### src/sv/ascw_pkg.sv
`timescale 1ns / 1ps
// ----------------------------------------------------------------------------
// ascw_pkg
// Shared constants, config struct and arctangent step table for the
// arctangent soft-clip waveshaper.
// ----------------------------------------------------------------------------
package ascw_pkg;

    localparam int SAMPLE_BITS_DEF = 24;
    localparam int CORDIC_STEPS    = 30;
    localparam int ADDR_W          = 5;
    localparam int DATA_W          = 32;

    localparam int DRIVE_W  = 17;
    localparam int RANGE_W  = 12;
    localparam int BLEND_W  = 17;
    localparam int VOLUME_W = 18;
    localparam int DR_W     = DRIVE_W + RANGE_W;
    localparam int DRY_W    = BLEND_W + 1;
    localparam int Z_W      = 32;

    localparam logic [DRIVE_W-1:0]  DRIVE_RST  = 17'd65536;
    localparam logic [RANGE_W-1:0]  RANGE_RST  = 12'd1;
    localparam logic [BLEND_W-1:0]  BLEND_RST  = 17'd65536;
    localparam logic [VOLUME_W-1:0] VOLUME_RST = 18'd65536;
    localparam logic [DRY_W-1:0]    GAIN_ONE   = 18'd65536;

    typedef enum logic [2:0] {
        REG_DRIVE  = 3'd0,
        REG_RANGE  = 3'd1,
        REG_BLEND  = 3'd2,
        REG_VOLUME = 3'd3,
        REG_BYPASS = 3'd4
    } ascw_reg_e;

    typedef struct packed {
        logic [DR_W-1:0]            drive_range;
        logic [BLEND_W-1:0]         blend;
        logic signed [DRY_W-1:0]    dry_gain;
        logic [VOLUME_W-1:0]        volume;
        logic                       bypass;
    } ascw_cfg_t;

    // round(atan(2^-i) * 2^31 / pi)
    function automatic logic signed [Z_W-1:0] atan_step(input int idx);
        logic signed [Z_W-1:0] t;
        unique case (idx)
            0:  t = 32'sd536870912;
            1:  t = 32'sd316933406;
            2:  t = 32'sd167458907;
            3:  t = 32'sd85004756;
            4:  t = 32'sd42667331;
            5:  t = 32'sd21354465;
            6:  t = 32'sd10679838;
            7:  t = 32'sd5340245;
            8:  t = 32'sd2670163;
            9:  t = 32'sd1335087;
            10: t = 32'sd667544;
            11: t = 32'sd333772;
            12: t = 32'sd166886;
            13: t = 32'sd83443;
            14: t = 32'sd41722;
            15: t = 32'sd20861;
            16: t = 32'sd10430;
            17: t = 32'sd5215;
            18: t = 32'sd2608;
            19: t = 32'sd1304;
            20: t = 32'sd652;
            21: t = 32'sd326;
            22: t = 32'sd163;
            23: t = 32'sd81;
            24: t = 32'sd41;
            25: t = 32'sd20;
            26: t = 32'sd10;
            27: t = 32'sd5;
            28: t = 32'sd3;
            29: t = 32'sd1;
            default: t = 32'sd0;
        endcase
        return t;
    endfunction

endpackage

### src/sv/ascw_cfg.sv
`timescale 1ns / 1ps
// ----------------------------------------------------------------------------
// ascw_cfg
// APB register file: gains, blend, volume, bypass, plus registered
// drive*range and dry-path gain derived from them.
// ----------------------------------------------------------------------------
module ascw_cfg (
    input  logic                        clk,
    input  logic                        rst_n,
    input  logic                        psel,
    input  logic                        penable,
    input  logic                        pwrite,
    input  logic [ascw_pkg::ADDR_W-1:0] paddr,
    input  logic [ascw_pkg::DATA_W-1:0] pwdata,
    output logic [ascw_pkg::DATA_W-1:0] prdata,
    output logic                        pready,
    output ascw_pkg::ascw_cfg_t         cfg
);
    import ascw_pkg::*;

    logic [DRIVE_W-1:0]      drive_reg;
    logic [RANGE_W-1:0]      range_reg;
    logic [BLEND_W-1:0]      blend_reg;
    logic [VOLUME_W-1:0]     volume_reg;
    logic                    bypass_reg;
    logic [DR_W-1:0]         dr_reg;
    logic [DR_W-1:0]         dr_next;
    logic signed [DRY_W-1:0] dry_reg;
    logic signed [DRY_W-1:0] dry_next;
    logic                    wr_en;
    logic [2:0]              idx;

    assign pready  = 1'b1;
    assign idx     = paddr[4:2];
    assign wr_en   = psel & penable & pwrite;
    assign dr_next = DR_W'(drive_reg) * DR_W'(range_reg);
    assign dry_next = $signed(GAIN_ONE) - $signed(DRY_W'(blend_reg));

    always_ff @(posedge clk or negedge rst_n)
    begin
        if (!rst_n)
        begin
            drive_reg  <= DRIVE_RST;
            range_reg  <= RANGE_RST;
            blend_reg  <= BLEND_RST;
            volume_reg <= VOLUME_RST;
            bypass_reg <= 1'b0;
            dr_reg     <= DR_W'(DRIVE_RST);
            dry_reg    <= '0;
        end
        else
        begin
            dr_reg  <= dr_next;
            dry_reg <= dry_next;
            if (wr_en)
            begin
                unique case (idx)
                    REG_DRIVE:  drive_reg  <= pwdata[DRIVE_W-1:0];
                    REG_RANGE:  range_reg  <= pwdata[RANGE_W-1:0];
                    REG_BLEND:  blend_reg  <= pwdata[BLEND_W-1:0];
                    REG_VOLUME: volume_reg <= pwdata[VOLUME_W-1:0];
                    REG_BYPASS: bypass_reg <= pwdata[0];
                    default:    ;
                endcase
            end
        end
    end

    always_comb
    begin
        unique case (idx)
            REG_DRIVE:  prdata = DATA_W'(drive_reg);
            REG_RANGE:  prdata = DATA_W'(range_reg);
            REG_BLEND:  prdata = DATA_W'(blend_reg);
            REG_VOLUME: prdata = DATA_W'(volume_reg);
            REG_BYPASS: prdata = DATA_W'(bypass_reg);
            default:    prdata = '0;
        endcase
    end

    assign cfg.drive_range = dr_reg;
    assign cfg.blend       = blend_reg;
    assign cfg.dry_gain    = dry_reg;
    assign cfg.volume      = volume_reg;
    assign cfg.bypass      = bypass_reg;

endmodule

### config.mk
export PLATFORM = sky130hd
export DESIGN_NAME = ascw_cfg
export DESIGN_NICKNAME = d
export VERILOG_FILES = /design/src/sv/ascw_pkg.sv /design/src/sv/ascw_cfg.sv
export SDC_FILE = /design/constraint.sdc
export NUM_CORES = 1
export LEC_CHECK = 0
export BUFFER_PORTS_ARGS = -buffer_cell sky130_fd_sc_hd__buf_2
export CAP_MARGIN = 20
export CORE_UTILIZATION = 60
export DETAILED_ROUTE_END_ITERATION = 10
export GPL_TIMING_DRIVEN = 0
export MAX_ROUTING_LAYER = met4
export PLACE_DENSITY_LB_ADDON = 0.12
export RECOVER_POWER = 25
export SETUP_SLACK_MARGIN = 0.1
export SYNTH_ARGS = -nofsm -noshare
export SYNTH_HDL_FRONTEND = slang
export SYNTH_SLANG_ARGS = --single-unit
### constraint.sdc
create_clock -name clk -period 15.55 [get_ports clk]
set_clock_uncertainty 0.15 [all_clocks]
set_input_delay 1.555 -clock clk [delete_from_list [all_inputs] [get_ports clk]]
set_output_delay 1.555 -clock clk [all_outputs]
set_load 0.01 [all_outputs]
Yosys cells after proc, flatten, opt, wreduce, memory -nomap -nowiden --
Index checks and enable logic that the tools add are counted.
Storage, ports and cells: bits in registers 112, input bits 42, output and inout port bits 116, logic and storage cells 22
Cells by class: add/sub/neg operators 1, $mul 1, equal/unequal tests 4, multiplexer cells 1, bitwise logic cells 2, reductions and logical operators 6
Operator list (count):
- $pmux 18 s5 | 1
- $mul 17x12->29 | 1
- $sub 17x17->18 const A | 1
- $reduce_and 2->1 | 5
- $eq 3x2->1 const B | 2
- $eq 3x1->1 const B | 1
- $eq 3x3->1 const B | 1
- $logic_not 3->1 | 1
- $and 1x1->1 | 2

Logic depth before layout (Yosys ltp) --
word-level depth 3, depth in mapped cells 22, mapped depth without buffers 19

Worst setup path before layout --
Ideal clock, no wire load.
path kind reg2reg, start register range_reg[5], end register dr_reg[27], setup time 0.128 ns, data arrival time 5.177 ns, required time 15.272 ns, path slack 10.095 ns, cell stages (with the launch flop) 20, buffers on the path 2, clock period less this slack 5.455 ns, cells stage by stage dfrtp_1 clkbuf_1 clkbuf_1 nand2_1 fa_1 fa_1 inv_1 fa_1 fa_1 inv_1 fa_1 inv_1 ha_1 a21o_1 a311o_1 o22ai_1 a2bb2oi_1 o311a_1 a21oi_1 xor2_1
On the way: cells in the longest elaborated chain, start to end 1
RTL lines:
- from (decl) | RTL line ascw_cfg.sv:22 | logic [RANGE_W-1:0] range_reg;
- from (signal assigned) | RTL line ascw_cfg.sv:59 | REG_RANGE: range_reg <= pwdata[RANGE_W-1:0];
- $mul 17x12->29 | RTL line ascw_cfg.sv:36 | assign dr_next = DR_W'(drive_reg) * DR_W'(range_reg);
- net dr_next[27] | RTL line ascw_cfg.sv:27 | logic [DR_W-1:0] dr_next;
- to (signal assigned) | RTL line ascw_cfg.sv:48 | dr_reg <= DR_W'(DRIVE_RST);
- to (signal assigned) | RTL line ascw_cfg.sv:53 | dr_reg <= dr_next;
- to (decl) | RTL line ascw_cfg.sv:26 | logic [DR_W-1:0] dr_reg;
The timed path passes the listed nets, and every way through them passes these cells. A chain may end at the register's enable or synchronous reset.

==> metrics.cfg <==
[run_status]
outcome = complete, but fails checks
failed_checks = capacitance limit, slew limit

[power_and_ir_drop]
p_leak_nw = 6.25
p_per_area_nw_per_um2 = 158
ir_worst_vdd_uv = 137

[global_route]
overflow = 0
grtUsageTotal_pct = 29.0
grt_pass1_vias = 7984
grt_max_degree = 97
antenna_found_initial = 0
grt_pass1_wl_mm = 40.0

[placed_design]
io_buffers = 125
post-place-ws_ps = 9190
hpwl_mm = 19.7
finalWeightedCongestion = 0.905

[floorplan]
core-area_um2 = 18000
placementRows = 49
fp.dieW_um = 138
die-area_um2 = 18900
die_y_um = 138
start_util_pct = 61.3
pin_count = 158

[logic_synthesis]
avgSynthCellArea_um2 = 10.2
synth.most_common_cell = inv_1
synthArstFlopShare_pct = 100
synthFlopType = dfrtp_1
synthTopCellsByCount = inv_1, nand2_1, fa_1, dfrtp_1, and2_1
yosysTopAreaCellShare_pct = 27.3
syn_inst = 1083
ys_seq_elements = 112
synth-edff-count = 0
ys_warn_count = 0
synth.distinct_cells = 55
syn_area_um2 = 11000
synth_area_leaders = fa_1, dfrtp_1, ha_1
ys_seq_area_share_pct = 25.5
synth_area_leader_cell = fa_1

[timing]
rsz0062_at_grt = no
tightest_slew_ps = 5090
final-hold-violation-count = 0
maxSlewHeadroom_pct = -239
slew_viol_final = 97
setup_ws_ps = 8710
fin_crit_sh_pct = 44.0
finalSetupViolations = 0
max_freq_ghz = 0.146
min_period_ps = 6840
fin_tns_setup_ps = 0

[setup_path]
crit_top_cell = clkbuf_1
cp_num_cells = 2
crit_type = in -> async
r2r_start = range_reg[3]
timing.rr.end = dr_reg[28]
cp-end-kind = async pin
cp_top_family = buffers and inverters
cp_slowest_cell = clkbuf_1
endpoint = range_reg[9]
crit_chain = clkbuf_1 > clkbuf_1
worstRegToRegCells = 19
crit_required_ps = 14660
critical-path-max-stage-delay_ps = 3580
reg2reg_slack_ps = 9070
critPathArrivalTime_ps = 5960
crit_fanout = 96
crit_start = rst_n
crit_path_start_kind = primary input
path_buf_inv = 2

[routing]
wl_met3_mm = 1.06
avgViaCountPerCell = 5.44
drtIter0Drc = 418
dr.pass1.iters = 4
top_layer = met4
drt_wl_total_mm = 24.8
antenna_left = 0
drc = 0
m1WireLength_mm = 10.5
num_vias = 7977
wl_met2_mm = 12.7
routedWlPerCell_um = 16.9

[cts]
numCtsBuffers = 9
clk_latency_ps = 370
cts_sinks = 112
postCtsHoldBufs = 0
h-tree-depth = 3
clockBufferDepth = 2
clkTransAtPathRegs_ps = 80
cts_tree = built
root_buffer = clkbuf_16
post_cts.repair.setup_buffers = 0
cts_resized = 0

[cells_and_area]
syn_to_final_growth_pct = 11.3
fill_cells = 1465
largest_reg_flops = 29
drive_above_1_share_pct = 19.9
finalNetCount = 1493
diodes = 0

[hold_path]
worst_hold_path_type = reg -> reg

[run]
maxCapViolCount = 1

[final cells by class]
cell class	instances	area, um2	share of cell area [%]
Multi-Input combinational cell	727	7210	58.7
Clock buffer	9	225	1.84
Timing Repair Buffer	126	628	5.12
Tap cell	229	287	2.34
Inverter	189	709	5.78
Sequential cell	112	2810	22.9
Buffer	68	320	2.61
Clock inverter	7	82.6	0.673
[logic make-up after synthesis]
family,Yosys count,synth area share (%)
adder cells (fa/ha/maj),218,35.0
buffers and inverters,257,9.34
AO/OA/AOI/OAI,84,4.87
AND/OR/NAND/NOR,293,13.0
XOR/XNOR,38,3.02
multiplexers,79,9.20
other,2,0.0682
flip-flops,112,25.5
[power by group]
group	switching, mW	leakage, nW	internal (mW)
sequential	0.0507	1.37	0.383
combinational	0.731	4.73	0.524
clock	0.128	0.147	0.116
[cell usage in the layout, fill, tap and decap left out, types with 4 or more instances in the layout]
cell	instances
buf_2	125
conb_1	15
o21a_1	5
inv_1	189
nand2b_1	6
nor2b_1	13
a22oi_1	7
and2_1	77
o21ai_0	18
fa_1	150
a21o_1	5
clkbuf_16	9
dfstp_2	5
nand2_1	153
nor3_1	4
xor2_1	12
ha_1	68
buf_1	4
mux2_2	68
mux4_2	11
buf_4	17
nor2_1	20
a21oi_1	26
dfrtp_1	107
xnor2_1	26
clkbuf_1	48
[routing by layer]
metal / GRT usage, % / vias up
met4: 9.28 / 0
met3: 4.05 / 45
li1: - / 3617
met1: 38.2 / 4114
met5: - / -
met2: 46.5 / 201
[worst min-delay path by stage]
stage                             from          to  slack, ps  cells after the start
after floorplan           blend_reg[0]  dry_reg[0]        270                      0
after global routing      blend_reg[0]  dry_reg[0]        350                      0
after detailed placement  blend_reg[0]  dry_reg[0]        310                      0
after CTS                 blend_reg[0]  dry_reg[0]        330                      0
final                     blend_reg[0]  dry_reg[0]        330                      0
after global placement    blend_reg[0]  dry_reg[0]        310                      0
[through the flow]
step / area, um2 / utilization, % / power [mW] / instances / hold WS, ps
after floorplan: 11100 / - / 1.37 / 1096 / 265
after global placement: 12000 / 66.7 / 1.67 / 1450 / 307
after detailed placement: 12000 / 66.9 / 1.70 / 1451 / 307
after CTS: 12300 / 68.6 / 1.96 / 1467 / 329
after global routing: 12300 / 68.3 / 2.14 / 1467 / 347
final: 12300 / 68.3 / 1.93 / 1467 / 332
Power figures use the tool's default switching activity.
