`src/sv/ascw_pkg.sv`:
```
`timescale 1ns / 1ps
// ----------------------------------------------------------------------------
// ascw_pkg
// Shared constants, config struct and arctangent step table for the
// arctangent soft-clip waveshaper.
// ----------------------------------------------------------------------------
package ascw_pkg;

    localparam int SAMPLE_BITS_DEF = 24;
    localparam int CORDIC_STEPS    = 30;
    localparam int ADDR_W          = 5;
    localparam int DATA_W          = 32;

    localparam int DRIVE_W  = 17;
    localparam int RANGE_W  = 12;
    localparam int BLEND_W  = 17;
    localparam int VOLUME_W = 18;
    localparam int DR_W     = DRIVE_W + RANGE_W;
    localparam int DRY_W    = BLEND_W + 1;
    localparam int Z_W      = 32;

    localparam logic [DRIVE_W-1:0]  DRIVE_RST  = 17'd65536;
    localparam logic [RANGE_W-1:0]  RANGE_RST  = 12'd1;
    localparam logic [BLEND_W-1:0]  BLEND_RST  = 17'd65536;
    localparam logic [VOLUME_W-1:0] VOLUME_RST = 18'd65536;
    localparam logic [DRY_W-1:0]    GAIN_ONE   = 18'd65536;

    typedef enum logic [2:0] {
        REG_DRIVE  = 3'd0,
        REG_RANGE  = 3'd1,
        REG_BLEND  = 3'd2,
        REG_VOLUME = 3'd3,
        REG_BYPASS = 3'd4
    } ascw_reg_e;

    typedef struct packed {
        logic [DR_W-1:0]            drive_range;
        logic [BLEND_W-1:0]         blend;
        logic signed [DRY_W-1:0]    dry_gain;
        logic [VOLUME_W-1:0]        volume;
        logic                       bypass;
    } ascw_cfg_t;

    // round(atan(2^-i) * 2^31 / pi)
    function automatic logic signed [Z_W-1:0] atan_step(input int idx);
        logic signed [Z_W-1:0] t;
        unique case (idx)
            0:  t = 32'sd536870912;
            1:  t = 32'sd316933406;
            2:  t = 32'sd167458907;
            3:  t = 32'sd85004756;
            4:  t = 32'sd42667331;
            5:  t = 32'sd21354465;
            6:  t = 32'sd10679838;
            7:  t = 32'sd5340245;
            8:  t = 32'sd2670163;
            9:  t = 32'sd1335087;
            10: t = 32'sd667544;
            11: t = 32'sd333772;
            12: t = 32'sd166886;
            13: t = 32'sd83443;
            14: t = 32'sd41722;
            15: t = 32'sd20861;
            16: t = 32'sd10430;
            17: t = 32'sd5215;
            18: t = 32'sd2608;
            19: t = 32'sd1304;
            20: t = 32'sd652;
            21: t = 32'sd326;
            22: t = 32'sd163;
            23: t = 32'sd81;
            24: t = 32'sd41;
            25: t = 32'sd20;
            26: t = 32'sd10;
            27: t = 32'sd5;
            28: t = 32'sd3;
            29: t = 32'sd1;
            default: t = 32'sd0;
        endcase
        return t;
    endfunction

endpackage

```
`src/sv/ascw_cordic_stage.sv`:
```
`timescale 1ns / 1ps
// ----------------------------------------------------------------------------
// ascw_cordic_stage
// One registered vectoring CORDIC step; carries the clean sample alongside.
// ----------------------------------------------------------------------------
module ascw_cordic_stage #(
    parameter int SAMPLE_BITS = ascw_pkg::SAMPLE_BITS_DEF,
    parameter int XW          = SAMPLE_BITS + 31,
    parameter int STEP        = 0
) (
    input  logic                          clk,
    input  logic                          rst_n,
    input  logic                          en,
    input  logic                          valid_in,
    input  logic signed [SAMPLE_BITS-1:0] smp_in,
    input  logic signed [XW-1:0]          x_in,
    input  logic signed [XW-1:0]          y_in,
    input  logic signed [ascw_pkg::Z_W-1:0] z_in,
    output logic                          valid_out,
    output logic signed [SAMPLE_BITS-1:0] smp_out,
    output logic signed [XW-1:0]          x_out,
    output logic signed [XW-1:0]          y_out,
    output logic signed [ascw_pkg::Z_W-1:0] z_out
);
    import ascw_pkg::*;

    localparam logic signed [Z_W-1:0] T = atan_step(STEP);

    logic                          valid_reg;
    logic signed [SAMPLE_BITS-1:0] smp_reg;
    logic signed [XW-1:0]          x_reg, x_next;
    logic signed [XW-1:0]          y_reg, y_next;
    logic signed [Z_W-1:0]         z_reg, z_next;
    logic signed [XW-1:0]          dx, dy;

    always_comb
    begin
        dx = y_in >>> STEP;
        dy = x_in >>> STEP;
        if (!y_in[XW-1])
        begin
            x_next = x_in + dx;
            y_next = y_in - dy;
            z_next = z_in + T;
        end
        else
        begin
            x_next = x_in - dx;
            y_next = y_in + dy;
            z_next = z_in - T;
        end
    end

    always_ff @(posedge clk or negedge rst_n)
    begin
        if (!rst_n)
            valid_reg <= 1'b0;
        else if (en)
            valid_reg <= valid_in;
    end

    always_ff @(posedge clk)
    begin
        if (en)
        begin
            smp_reg <= smp_in;
            x_reg   <= x_next;
            y_reg   <= y_next;
            z_reg   <= z_next;
        end
    end

    assign valid_out = valid_reg;
    assign smp_out   = smp_reg;
    assign x_out     = x_reg;
    assign y_out     = y_reg;
    assign z_out     = z_reg;

endmodule

```
`config.mk`:
```
export PLATFORM = sky130hd
export DESIGN_NAME = ascw_cordic_stage
export DESIGN_NICKNAME = d
export VERILOG_FILES = /design/src/sv/ascw_pkg.sv /design/src/sv/ascw_cordic_stage.sv
export SDC_FILE = /design/constraint.sdc
export NUM_CORES = 1
export LEC_CHECK = 0
export ABC_AREA = 1
export BUFFER_PORTS_ARGS = -buffer_cell sky130_fd_sc_hd__clkbuf_2
export CAP_MARGIN = 20
export CORE_MARGIN = 10
export CORE_UTILIZATION = 40
export CTS_BUF_LIST = sky130_fd_sc_hd__clkbuf_16
export DETAILED_ROUTE_END_ITERATION = 6
export GPL_TIMING_DRIVEN = 0
export PLACE_DENSITY_LB_ADDON = 0.08
export SYNTH_ARGS = -nofsm -noshare
export SYNTH_HDL_FRONTEND = slang
export SYNTH_SLANG_ARGS = --single-unit
export TNS_END_PERCENT = 30
```
`constraint.sdc`:
```
create_clock -name clk -period 2.05 [get_ports clk]
set_input_delay 0.205 -clock clk [delete_from_list [all_inputs] [get_ports clk]]
set_output_delay 0.205 -clock clk [all_outputs]
set_load 0.01 [all_outputs]
```
# Yosys cells after proc, flatten, opt, wreduce, memory -nomap -nowiden
# Index checks and enable logic that the tools add are counted.
# op_classes
n_mul	0
n_mux	3
reduce_logical	0
n_eq_ne	0
n_shift	0
addsub	5
div	0
order_cmp	0
n_bitwise	0
# op_table
op	n
$mux 55	2
$sub 55x55->55	2
$add 55x55->55	1
$add 32x31->32 const B	1
$mux 32	1
$sub 32x31->32 const B	1
# totals
memories	0
latchBits	0
rom_bits	0
output_inout_bits	167
mem_bits_rw	0
inputBits	170
wordCells	13
reg_bits	167

# Depth between registers and ports, before layout
# depth
depth_word	2
ltp_mapped	18
ltp_nobuf	17

# Least setup slack after synthesis
# No wires, ideal clock.
# synth_path
path_type	in2reg
startpoint	input port x_in[0]
endpoint	register x_reg[52] (netlist: x_out[52]) (data pin)
arrival_ns	1.715
slack_ns	0.082
cell_stages	13
path_cell_list	ha_1 -> fa_1 -> nand2_1 -> nand2_1 -> and2_1 -> nand2_1 -> nand3_1 -> nand2_1 -> nand2_1 -> nand2_1 -> nand3_1 -> nand3_1 -> nand2_1
# synth_between
elab_chain_len	2
# synth_rtl
item	line_no	source
start, declared	ascw_cordic_stage.sv:16	input logic signed [XW-1:0] x_in,
$add 55x55->55 or $sub 55x55->55 (tied branches)	ascw_cordic_stage.sv:42, ascw_cordic_stage.sv:48	
$mux 55 (*)	ascw_cordic_stage.sv:40	if (!y_in[XW-1])
named net x_next[52]	ascw_cordic_stage.sv:31	logic signed [XW-1:0] x_reg, x_next;
end signal, assigned	ascw_cordic_stage.sv:67	x_reg <= x_next;
end, declared	ascw_cordic_stage.sv:31	
# Mark *: on every way through the listed nets, which the timed path passes. The rest lies on a longest branch.
# A chain may end at the register's enable or synchronous reset.

# Final worst setup path
# layout_path
startpoint	input port x_in[17]
endpoint	register x_reg[46] (netlist: x_out[46]) (data pin)
# Same word-level chain as after synthesis.

==> flow_metrics.env <==
export IMPL_power_density_nw_per_um2=573.3
export IMPL_crit_path_start_kind="input port"
export IMPL_failed_checks="negative setup slack"
export IMPL_grt_start_max_net_pins=116
export IMPL_cp_slowest_stage_delay_ns=0.34
export IMPL_worst_setup_hold_path_clk_slew_ns=0.07
export IMPL_synth_area_um2=19780
export IMPL_report_final_setup_viol=4
export IMPL_yosysMostFrequentCell="sky130_fd_sc_hd__nand2_1"
export IMPL_grt_antenna_before_repair=1
export IMPL_synth_async_reset_ratio_pct=0.6024
export IMPL_grt_pass1_wl_um=137400
export IMPL_slew_headroom_pct=16.56
export IMPL_path_class="in2reg"
export IMPL_setup_slack_ns=-0.04141
export IMPL_average_instance_area_after_synthesis_um2=6.156
export IMPL_dominantRegCellSynth="sky130_fd_sc_hd__edfxtp_1"
export IMPL_grt_usage_pct=31.37
export IMPL_worst_r2r_setup_slack_ns=1.30
export IMPL_synth_cells=3213
export IMPL_crit_path_max_fanout=8
export IMPL_worst_path_most_repeated_cell="sky130_fd_sc_hd__nand2_1"
export IMPL_die_x_um=242.4
export IMPL_post_route_cells_drive_above_1_share_pct=23.26
export IMPL_netlist_cell_type_count=44
export IMPL_placement_io_buffers=335
export IMPL_cts_buffers=17
export IMPL_nets=3994
export IMPL_place_detailed_hpwl_um=80620
export IMPL_synth_largest_area_cell="sky130_fd_sc_hd__edfxtp_1"
export IMPL_synth_area_leaders="sky130_fd_sc_hd__edfxtp_1 25%, sky130_fd_sc_hd__nand2_1 21%, sky130_fd_sc_hd__inv_1 12%, sky130_fd_sc_hd__ha_1 10%, sky130_fd_sc_hd__nand3_1 6.1%"
export IMPL_finalClockSkew_ns=0
export IMPL_clockRootBuffer="sky130_fd_sc_hd__clkbuf_16"
export IMPL_fp_coreArea_um2=48950
export IMPL_status="finished, violations left"
export IMPL_grt_ovfl_total=0
export IMPL_slowest_stage="sky130_fd_sc_hd__a21oi_2"
export IMPL_final_max_slew_violation_count=0
export IMPL_globalplace_congestion=1.043
export IMPL_post_route_drc_count=0
export IMPL_worst_r2r_startpoint="valid_out"
export IMPL_detail_route_first_pass_iterations=6
export IMPL_achievable_clock_frequency_mhz=478.1
export IMPL_flow_area_growth_from_synthesis_pct=27.82
export IMPL_timing_critical_path_from="x_in[17]"
export IMPL_num_fill_cells=5015
export IMPL_leakagePower_nw=13.40
export IMPL_hold_violations=0
export IMPL_final_period_minus_worst_setup_slack_ns=2.091
export IMPL_synth_largest_type_area_fraction_pct=25.05
export IMPL_antenna_violating_nets_post_route=0
export IMPL_multi_input_area_um2=13270
export IMPL_htree_num_levels=4
export IMPL_initial_core_util_pct=40.40
export IMPL_cts_max_path_bufs=2
export IMPL_clk_insertion_delay_late_ns=0.48
export IMPL_insertedDiodeCount=0
export IMPL_dpl_cell_area_um2=22410
export IMPL_critPathRequiredTime_ns=2.28
export IMPL_synthesis_nets=3549
export IMPL_boundaryPins=337
export IMPL_floorplan_die_height_um=242.4
export IMPL_grt_pass1_vias=22140
export IMPL_fin_area_um2=25280
export IMPL_synth_cells_most_frequent="1105 x sky130_fd_sc_hd__nand2_1, 628 x sky130_fd_sc_hd__inv_1, 241 x sky130_fd_sc_hd__nand3_1"
export IMPL_max_cap_violations=0
export IMPL_area_sequential_um2=4980
export IMPL_worst_endpoint_arrival_ns=2.32
export IMPL_crit_path_cell_trace="clkbuf_2, inv_1, ha_1, buf_4, a21oi_1, nand2_1, a21oi_2, nor2_1, o21ai_0, nand4_1, nand3_1, nand2_1"
export IMPL_synth_ff_latch_count=166
export IMPL_cts_tree="yes"
export IMPL_synth_warnings=0
export IMPL_end_kind="flip-flop"
export IMPL_drt_total_wl_um=96180
export IMPL_rsz0062_at_grt="true"
export IMPL_floorplan_die_area_um2=58740
export IMPL_synth_yosys_seq_area_share_pct=25.18
export IMPL_synth_enable_flop_cells=165
export IMPL_avgRoutedWirePerCell_um=22.19
export IMPL_row_count=81
export IMPL_crit_path_end="x_out[46]"
export IMPL_drt_iter0_drc=2333
export IMPL_hold_path_class="in2async"
export IMPL_reg2reg_to="valid_out"
export IMPL_timing_final_crit_share_pct=102.0
export IMPL_num_vias=22890
export IMPL_clock_sink_count=166
export IMPL_preCtsSetupSlack_ns=-0.9500
export IMPL_r2r_cells=1
export IMPL_tightest_slew_ns=1.252
export IMPL_worst_ir_drop_vdd_v=0.0006093
export IMPL_detail_route_vias_per_cell=5.279
export IMPL_timing_setup_tns_ns=-0.06272
[cell type report]
cell class                      count  share of cell area (%)
Multi-Input combinational cell   2328                   52.51
Sequential cell                   166                   19.70
Timing Repair Buffer              426                   10.25
Inverter                          642                   9.637
Tap cell                          664                   3.286
Buffer                             77                   2.277
Clock buffer                       17                   1.683
Clock inverter                     15                  0.6583
[report_power, final]
group	internal, mW	switching, mW
logic	2.11	4.59
registers	4.26	0.112
clock network	1.73	1.69
total	8.10	6.39
[repair_timing]
item	in CTS	in global routing
endpoints found under the hold margin	56	0
hold buffers	56	0
setup endpoints to repair	86	83
buffers inserted	3	24
pin swaps	2	24
resized for setup	80	348
cloned	0	1
[cells by family (layout without fill, tap and decap cells)]
logic type	count (synthesis)	count (layout)	synth area share, %
adders and majority gates	166	166	10.65
DFF	166	166	25.18
and+or+nand+nor	1740	1740	37.16
xor gates and xnor gates	35	35	1.550
muxes	1	1	0.05693
AOI/OAI and AO/OA	386	386	10.87
buffers and inverters	719	1177	14.53
[cell usage in the layout (no fill, tap or decap), types with 7 or more instances in the layout]
master / netlist / routed
sky130_fd_sc_hd__buf_4: 35 / 46
sky130_fd_sc_hd__clkbuf_16: 0 / 17
sky130_fd_sc_hd__xor2_1: 34 / 34
sky130_fd_sc_hd__o22ai_1: 12 / 12
sky130_fd_sc_hd__nand3b_1: 9 / 9
sky130_fd_sc_hd__nand4_1: 45 / 45
sky130_fd_sc_hd__nor2_1: 229 / 153
sky130_fd_sc_hd__clkbuf_1: 15 / 11
sky130_fd_sc_hd__o21bai_2: 4 / 7
sky130_fd_sc_hd__nor3_2: 11 / 16
sky130_fd_sc_hd__clkinvlp_4: 0 / 10
sky130_fd_sc_hd__nand3_1: 241 / 220
sky130_fd_sc_hd__ha_1: 162 / 153
sky130_fd_sc_hd__buf_2: 17 / 9
sky130_fd_sc_hd__inv_1: 628 / 609
sky130_fd_sc_hd__a21oi_4: 0 / 18
sky130_fd_sc_hd__edfxtp_1: 165 / 165
sky130_fd_sc_hd__a21oi_1: 171 / 113
sky130_fd_sc_hd__nand2_4: 1 / 7
sky130_fd_sc_hd__inv_2: 14 / 26
sky130_fd_sc_hd__nand3_2: 5 / 18
sky130_fd_sc_hd__nand3_4: 0 / 8
sky130_fd_sc_hd__o21ai_1: 14 / 32
sky130_fd_sc_hd__a21oi_2: 8 / 48
sky130_fd_sc_hd__nor2_2: 33 / 72
sky130_fd_sc_hd__dlygate4sd3_1: 0 / 56
sky130_fd_sc_hd__buf_6: 3 / 19
sky130_fd_sc_hd__o21bai_1: 45 / 37
sky130_fd_sc_hd__nand2_1: 1105 / 1036
sky130_fd_sc_hd__buf_8: 0 / 9
sky130_fd_sc_hd__nor2_4: 7 / 44
sky130_fd_sc_hd__nand2_2: 23 / 86
sky130_fd_sc_hd__o21ai_0: 118 / 95
sky130_fd_sc_hd__clkbuf_2: 0 / 337
[per-layer routing]
| layer | GRT usage (%) | share of wire (%) |
|---|---|---|
| met5 | 0 | 0.080 |
| met4 | 11.28 | 3.9 |
| met3 | 6.559 | 8.8 |
| met2 | 50.40 | 45 |
| met1 | 40.80 | 42 |
[sequential cells by signal (all words and copies together) (netlist names)]
| name | count |
|---|---|
| z_out | 32 |
| valid_out | 1 |
| smp_out | 24 |
| y_out | 54 |
| x_out | 55 |
[per-stage QoR]
step	cells	hold slack, ns	utilization (%)	power [mW]
after floorplan	3213	-0.09059	-	7.828
after global placement	4212	-0.02077	45.53	10.19
after detailed placement	4219	-0.01449	45.78	10.27
after CTS	4310	0.02134	48.79	13.90
after global routing	4335	0.03397	51.64	15.20
final	4335	0.03056	51.64	14.49
[worst min-delay path by stage]
| stage | end | slack (ns) | depth (start not counted) |
|---|---|---|---|
| 5_1_grt | valid_out | 0.03 | 2 |
| 2_1_floorplan | valid_out | -0.09 | 0 |
| 4_1_cts | valid_out | 0.02 | 2 |
| 6_report | valid_out | 0.03 | 2 |
| 3_3_place_gp | valid_out | -0.02 | 1 |
| 3_5_place_dp | valid_out | -0.01 | 1 |
[worst max-delay path, delay by kind of cell]
family	cells	cell delay, ns
AO/OA/AOI/OAI	3	0.86
adder cells (fa/ha/maj)	1	0.28
buffers and inverters	3	0.38
AND/OR/NAND/NOR	5	0.61
Note: power is estimated with default switching activity, not from simulation.
